--- config.mk ---
export PLATFORM = sky130hd
export DESIGN_NAME = midi_note_event_parser
export DESIGN_NICKNAME = d
export VERILOG_FILES = /design/src/hdl/mnep_pkg.sv /design/src/hdl/midi_note_event_parser.sv /design/src/hdl/mnep_parse.sv
export SDC_FILE = /design/constraint.sdc
export NUM_CORES = 1
export LEC_CHECK = 0
export BUFFER_PORTS_ARGS = -buffer_cell sky130_fd_sc_hd__buf_2
export CAP_MARGIN = 20
export CORE_MARGIN = 3
export CORE_UTILIZATION = 59
export CTS_CLUSTER_DIAMETER = 50
export DETAILED_ROUTE_END_ITERATION = 12
export PLACE_DENSITY = 0.78
export SLEW_MARGIN = 20
export SYNTH_ARGS = -nofsm -noshare
export SYNTH_HDL_FRONTEND = slang
export SYNTH_HIERARCHICAL = 1
export SYNTH_SLANG_ARGS = --single-unit
--- constraint.sdc ---
create_clock -name clk -period 4.89 [get_ports clk]
set_clock_uncertainty 0.15 [all_clocks]
set_input_delay 0.7335 -clock clk [delete_from_list [all_inputs] [get_ports clk]]
set_output_delay 0.7335 -clock clk [all_outputs]
set_load 0.005 [all_outputs]
--- src/hdl/mnep_pkg.sv ---
`default_nettype none
package mnep_pkg;

	localparam logic [7:0] BYTE_REALTIME_MIN = 8'hF8;
	localparam logic [7:0] BYTE_SYSEX_START  = 8'hF0;
	localparam logic [7:0] BYTE_SYSEX_END    = 8'hF7;
	localparam logic [7:0] BYTE_SONG_POS     = 8'hF2;
	localparam logic [7:0] BYTE_MTC_QUARTER  = 8'hF1;
	localparam logic [7:0] BYTE_SONG_SELECT  = 8'hF3;
	localparam logic [7:0] STATUS_NONE       = 8'h00;

	localparam logic [3:0] KIND_NOTE_OFF     = 4'h8;
	localparam logic [3:0] KIND_NOTE_ON      = 4'h9;
	localparam logic [3:0] KIND_POLY_PRESS   = 4'hA;
	localparam logic [3:0] KIND_CONTROL      = 4'hB;
	localparam logic [3:0] KIND_PROGRAM      = 4'hC;
	localparam logic [3:0] KIND_CHAN_PRESS   = 4'hD;
	localparam logic [3:0] KIND_PITCH_BEND   = 4'hE;
	localparam logic [3:0] KIND_SYSTEM       = 4'hF;

	typedef struct packed {
		logic       hit;
		logic [3:0] channel;
		logic [6:0] note_number;
		logic       note_on;
	} note_evt_t;

	function automatic logic [1:0] bytes_needed(input logic [7:0] s);
		logic [1:0] n;
		n = 2'd0;
		case (s[7:4])
			KIND_NOTE_OFF, KIND_NOTE_ON, KIND_POLY_PRESS, KIND_CONTROL,
			KIND_PITCH_BEND: begin
				n = 2'd2;
			end
			KIND_PROGRAM, KIND_CHAN_PRESS: begin
				n = 2'd1;
			end
			KIND_SYSTEM: begin
				if (s == BYTE_SONG_POS) begin
					n = 2'd2;
				end else if (s == BYTE_MTC_QUARTER || s == BYTE_SONG_SELECT) begin
					n = 2'd1;
				end
			end
			default: begin
				n = 2'd0;
			end
		endcase
		return n;
	endfunction

endpackage
`default_nettype wire

--- src/hdl/midi_note_event_parser.sv ---
// MIDI note event parser.
// Input channel midi_valid/midi_ready/midi_byte takes one raw byte of the
// serial MIDI stream per item. Output channel note_valid/note_ready carries
// channel, note_number and note_on for each completed Note On or Note Off
// (Note On with velocity 0 reports note_on = 0). All other bytes and
// messages, including real-time bytes and SysEx payload, produce no item.
// A byte is held in an input register, parsed combinationally against the
// running-status state, and its event lands in the output register: note_valid
// rises as the byte advances out of the input register.
// Throughput is one byte per cycle while note_ready is high; the output
// register is the only limit on advancing the input register.
// When note_ready is low with a result pending, the result holds and the
// input register keeps one byte; midi_ready drops once both are full.
// Reset clears running status, SysEx and message state and empties both
// registers. No memories and no clearing pass.
`default_nettype none
module midi_note_event_parser (
	input  wire        clk,
	input  wire        arst_n,
	input  wire        midi_valid,
	output logic       midi_ready,
	input  wire  [7:0] midi_byte,
	output logic       note_valid,
	input  wire        note_ready,
	output logic [3:0] channel,
	output logic [6:0] note_number,
	output logic       note_on
);
	import mnep_pkg::*;

	logic [7:0] byte_s1;
	logic       valid_s1;
	logic       adv;
	note_evt_t  evt;

	assign adv        = valid_s1 && (!note_valid || note_ready);
	assign midi_ready = !valid_s1 || adv;

	mnep_parse u_parse (
		.clk     (clk),
		.arst_n  (arst_n),
		.step    (adv),
		.byte_in (byte_s1),
		.evt     (evt)
	);

	always_ff @(posedge clk or negedge arst_n) begin
		if (!arst_n) begin
			valid_s1   <= 1'b0;
			note_valid <= 1'b0;
		end else begin
			if (midi_ready) begin
				valid_s1 <= midi_valid;
			end
			if (adv && evt.hit) begin
				note_valid <= 1'b1;
			end else if (note_ready) begin
				note_valid <= 1'b0;
			end
		end
	end

	always_ff @(posedge clk) begin
		if (midi_valid && midi_ready) begin
			byte_s1 <= midi_byte;
		end
		if (adv && evt.hit) begin
			channel     <= evt.channel;
			note_number <= evt.note_number;
			note_on     <= evt.note_on;
		end
	end

endmodule
`default_nettype wire

--- src/hdl/mnep_parse.sv ---
`default_nettype none
module mnep_parse (
	input  wire                   clk,
	input  wire                   arst_n,
	input  wire                   step,
	input  wire  [7:0]            byte_in,
	output mnep_pkg::note_evt_t   evt
);
	import mnep_pkg::*;

	logic [7:0] cur_status_q, run_status_q;
	logic [6:0] first_data_q, second_data_q;
	logic [1:0] rcv_q, exp_q;
	logic       sysex_q;

	logic [7:0] cur_status_d, run_status_d;
	logic [6:0] first_data_d, second_data_d;
	logic [1:0] rcv_d, exp_d;
	logic       sysex_d;

	always_comb begin
		logic [7:0] cs_w;
		logic [1:0] exp_w, rcv_w, rcv_inc, need;
		logic [6:0] fd_w, sd_w;
		logic       ok;
		cur_status_d  = cur_status_q;
		run_status_d  = run_status_q;
		first_data_d  = first_data_q;
		second_data_d = second_data_q;
		rcv_d         = rcv_q;
		exp_d         = exp_q;
		sysex_d       = sysex_q;
		evt           = '0;
		cs_w          = cur_status_q;
		exp_w         = exp_q;
		rcv_w         = rcv_q;
		fd_w          = first_data_q;
		sd_w          = second_data_q;
		ok            = 1'b1;
		rcv_inc       = 2'd0;
		need          = bytes_needed(byte_in);
		if (step && byte_in < BYTE_REALTIME_MIN) begin
			if (byte_in[7]) begin
				if (byte_in == BYTE_SYSEX_START) begin
					sysex_d      = 1'b1;
					run_status_d = STATUS_NONE;
					cur_status_d = STATUS_NONE;
					rcv_d        = 2'd0;
				end else if (byte_in == BYTE_SYSEX_END) begin
					sysex_d      = 1'b0;
					cur_status_d = STATUS_NONE;
					rcv_d        = 2'd0;
				end else begin
					sysex_d      = 1'b0;
					rcv_d        = 2'd0;
					exp_d        = need;
					run_status_d = (byte_in < BYTE_SYSEX_START) ? byte_in : STATUS_NONE;
					cur_status_d = (need == 2'd0) ? STATUS_NONE : byte_in;
				end
			end else if (!sysex_q) begin
				if (cur_status_q == STATUS_NONE) begin
					if (run_status_q == STATUS_NONE) begin
						ok = 1'b0;
					end else begin
						cs_w  = run_status_q;
						exp_w = bytes_needed(run_status_q);
						rcv_w = 2'd0;
					end
				end
				if (ok) begin
					if (rcv_w == 2'd0) begin
						fd_w = byte_in[6:0];
					end else if (rcv_w == 2'd1) begin
						sd_w = byte_in[6:0];
					end
					rcv_inc       = rcv_w + 2'd1;
					first_data_d  = fd_w;
					second_data_d = sd_w;
					exp_d         = exp_w;
					if (rcv_inc >= exp_w) begin
						if (cs_w[7:4] == KIND_NOTE_ON || cs_w[7:4] == KIND_NOTE_OFF) begin
							evt.hit         = 1'b1;
							evt.channel     = cs_w[3:0];
							evt.note_number = fd_w;
							evt.note_on     = (cs_w[7:4] == KIND_NOTE_ON) && (sd_w != 7'd0);
						end
						rcv_d        = 2'd0;
						cur_status_d = run_status_q;
					end else begin
						rcv_d        = rcv_inc;
						cur_status_d = cs_w;
					end
				end
			end
		end
	end

	always_ff @(posedge clk or negedge arst_n) begin
		if (!arst_n) begin
			cur_status_q  <= STATUS_NONE;
			run_status_q  <= STATUS_NONE;
			first_data_q  <= '0;
			second_data_q <= '0;
			rcv_q         <= '0;
			exp_q         <= '0;
			sysex_q       <= 1'b0;
		end else begin
			cur_status_q  <= cur_status_d;
			run_status_q  <= run_status_d;
			first_data_q  <= first_data_d;
			second_data_q <= second_data_d;
			rcv_q         <= rcv_d;
			exp_q         <= exp_d;
			sysex_q       <= sysex_d;
		end
	end

endmodule
`default_nettype wire
==> summary.txt <==
Synth
  • Cell variety after synth: 52
  • Register area share after synthesis: 52.9%
  • Dominant synthesized flop cell: dfrtp_1
  • Syn avg cell area: 11.6 µm²
  • Syn_nets: 266
  • Async set or reset register ratio after synthesis: 64.9%
  • Synth top area share: 32.1%
  • Dominant cell type by area after synthesis: dfrtp_1
  • Ys Warns: 6
  • Seq cells post-synth: 57
  • Synthesized cell area: 0.00289 mm²
  • Top post-synthesis cells by area: dfrtp_1 32%, edfxtp_1 21%, mux2_2 5.1%
  • EDFF count, synth: 20
  • Mapped Cells: 250

STA
  • Unrepaired setup endpoints after global routing: false
  • Slew at the pin closest to its max-slew limit: 0.997 ns
  • Relative slew slack: 33.1%
  • Setup_tns: 0 ns
  • Tcrit/Tclk final: 77.9%
  • Final setup fails: 0
  • Final Slew Violations: 0
  • Final hold vios: 0
  • Crit path time final: 3.81 ns
  • Peak Freq: 0.262 GHz

Global route
  • First-pass GRT wire length: 10100 µm
  • Initial antenna violation count: 0
  • Vias in the first global route: 2015
  • M1 GR Usage: 31.4%
  • GRT met3 Usage: 5.21%
  • Largest net degree at the start of global routing: 38
  • Busiest grt layer: met2
  • GR Layer Usage met2: 34.2%
  • Tot GR Track Use: 22.7%
  • Remaining global-route overflow: 0

Worst setup path
  • Slowest-stage cell, CP: dfrtp_1
  • CP Class: flop to flop
  • Worst setup path endpoint: channel[2]$_DFFE_PP_
  • Worst path top cell family by delay: simple AND/OR/NAND/NOR gates
  • Worst path cell trace: nor4_2 > and2_1 > nand2_2 > and2_4 > ha_1 > inv_1 > ha_1 > a21oi_1 > nor3_1 > o2111ai_4 > inv_1 > nand2_1 > nor2b_1 > buf_4
  • Reg-to-reg slack, setup: 1.08 ns
  • Worst path required time: 4.78 ns
  • RR Endpoint: channel[2]$_DFFE_PP_
  • Crit path launch type: flop
  • R2R depth: 14
  • CP startpoint: u_parse/cur_status_q[4]$_DFFE_PN0P_
  • Worst path arrival time: 3.70 ns
  • CP bufs+invs: 3
  • Critical Path Stages: 14
  • RR Startpoint: u_parse/cur_status_q[4]$_DFFE_PN0P_
  • CP peak stage delay: 0.40 ns
  • Worst setup EP type: flop
  • CP max FO: 13

Placed design
  • Port bufs: 25
  • RD Place Congestion: 0.884
  • Placed inst area: 0.00300 mm²
  • Detailed placement HPWL: 4080 µm
  • Cell Count Post-Placement: 325

Cells and area
  • Most common cell after layout, fill and taps aside: dfrtp_1
  • Fill cells: 334
  • Most frequent cells in the layout: 37 x dfrtp_1, 25 x nand2_1, 25 x buf_2, 20 x edfxtp_1, 18 x nor2_1
  • # diodes: 0
  • Nets: 287
  • Finished Cell Area: 0.00321 mm²
  • Non-Filler Instances: 341
  • Layout cells sized above 1: 26.1%
  • Area grow syn2layout: 11.0%

Floorplanning
  • Initial Util: 63.7%
  • Die width: 76.0 µm
  • Core area: 0.00453 mm²
  • Area of the die: 0.00577 mm²
  • Row count: 24
  • Ports: 26
  • Die H: 76.0 µm

Pwr
  • Combinational power share: 29.1%
  • VDD IR-drop max: 281 µV
  • Switching Fraction: 34.5%
  • Int Pwr: 1.08 mW
  • LEAKAGE: 1.38 nW
  • Sequential power share: 43.7%
  • Cell Pwr Density: 515 mW/mm²
  • Switch Pwr: 0.569 mW
  • Clock power frac: 27.1%

Route
  • Pre-Repair DR Iteration Count: 4
  • Routed vias: 2042
  • Via density: 5.99
  • DR WL/cell: 17.3 µm
  • DRC violations left: 0
  • Antenna Violating Nets Remaining: 0
  • Final WL: 5890 µm
  • Initial DRC count: 228

Run
  • Max_cap viols: 0

Clock tree
  • Clock Latency Late Sink: 0.34 ns
  • CTS tree: done
  • CTS Buf Count: 9
  • Htree depth: 3
  • Max clock buf depth: 2
  • Resize count post-CTS: 0
  • Post CTS Setup Buffer Count: 0
  • Clock Pin Slew Worst Setup and Hold Paths: 0.07 ns
  • CTS Root Cell: clkbuf_8
  • # clock sinks: 57
  • Post-CTS Hold Buffers: 0

Worst hold path
  • Worst min path class: flop to flop
  • Worst Hold Path Cells: 2

Run status
  • Outcome: complete, no violations
[state kept, by name (all words and copies together) (netlist names)]
register               count
byte_s1                    8
u_parse/cur_status_q       8
u_parse/run_status_q       8
note_number                7
u_parse/first_data_q       7
u_parse/second_data_q      7
channel                    4
u_parse/exp_q              2
u_parse/rcv_q              2
note_on                    1
note_valid                 1
u_parse/sysex_q            1
valid_s1                   1
[worst reg2reg max path, cell delays in order, from the launching register on]
cell and delay (ns):
dfrtp_1 0.40, nor4_2 0.37, and2_1 0.38, nand2_2 0.12
and2_4 0.20, ha_1 0.30, inv_1 0.05, ha_1 0.29
a21oi_1 0.13, nor3_1 0.29, o2111ai_4 0.29, inv_1 0.11
nand2_1 0.08, nor2b_1 0.14, buf_4 0.21
[cell families after synthesis]
| family | count (synthesis) | share of synthesized area (%) |
|---|---|---|
| AOI/OAI and AO/OA | 63 | 17.9 |
| adders and majority gates | 4 | 1.73 |
| buffers and inverters | 24 | 4.55 |
| DFF | 57 | 52.9 |
| muxes | 22 | 8.28 |
| and+or+nand+nor | 80 | 14.7 |
[metrics by stage]
stage | power [mW] | setup WS [ns] | hold WS, ns | util (%)
6_report | 1.65 | 1.08 | 0.333 | 70.7
3_5_place_dp | 1.20 | 1.16 | 0.317 | 66.2
3_3_place_gp | 1.19 | 1.29 | 0.318 | 66.2
4_1_cts | 1.65 | 1.11 | 0.335 | 70.7
5_1_grt | 1.76 | 0.833 | 0.350 | 70.7
2_1_floorplan | 1.09 | 1.11 | 0.288 | -
[routing by layer]
| metal | share of wire (%) | wire (µm) |
|---|---|---|
| met5 | 0 | 0 |
| met4 | 1.8 | 105 |
| met3 | 6.6 | 389 |
| met2 | 47 | 2770 |
| met1 | 45 | 2620 |
[synth_stat cells (all sizes together), types with 2 or more instances]
cell type	n
nand3	2
nor2b	4
clkbuf	3
o2bb2ai	6
and2	4
dfrtp	37
inv	8
nand2b	5
nor2	18
buf	13
a32oi	2
o21ai	9
ha	4
nor3	7
a22oi	5
edfxtp	20
nand4	3
mux2i	7
a211o	2
mux2	15
o21a	2
a21oi	14
o41ai	3
a21o	3
nor4	4
o31ai	8
nand2	29
[worst min-delay path by stage]
stage | from | endpoint | slack (ns)
after floorplan | arst_n | note_valid$_DFFE_PN0P_ | 0.29
after global placement | u_parse/rcv_q[1]$_DFFE_PN0P_ | u_parse/rcv_q[1]$_DFFE_PN0P_ | 0.32
after detailed placement | u_parse/rcv_q[1]$_DFFE_PN0P_ | u_parse/rcv_q[1]$_DFFE_PN0P_ | 0.32
after CTS | u_parse/rcv_q[1]$_DFFE_PN0P_ | u_parse/rcv_q[1]$_DFFE_PN0P_ | 0.33
after global routing | u_parse/rcv_q[1]$_DFFE_PN0P_ | u_parse/rcv_q[1]$_DFFE_PN0P_ | 0.35
final | u_parse/rcv_q[1]$_DFFE_PN0P_ | u_parse/rcv_q[1]$_DFFE_PN0P_ | 0.33
[power groups by stage]
stage / Clock [mW] / Combinational, mW / Sequential [mW]
after floorplan: 0 / 0.400 / 0.689
after global placement: 0 / 0.470 / 0.723
after detailed placement: 0 / 0.475 / 0.728
after CTS: 0.455 / 0.477 / 0.720
after global routing: 0.477 / 0.541 / 0.738
final: 0.448 / 0.481 / 0.722
[layout make-up]
type	count	area, µm²	share of cell area (%)
repair buffers	26	133	4.14
flip-flops and latches	57	1530	47.6
well taps	65	81.3	2.54
inverters	8	30.0	0.937
clock buffers	10	138	4.29
multi-input cells	169	1230	38.4
clock inverters	6	67.6	2.11
No activity file was read; power rests on OpenSTA's default activity.
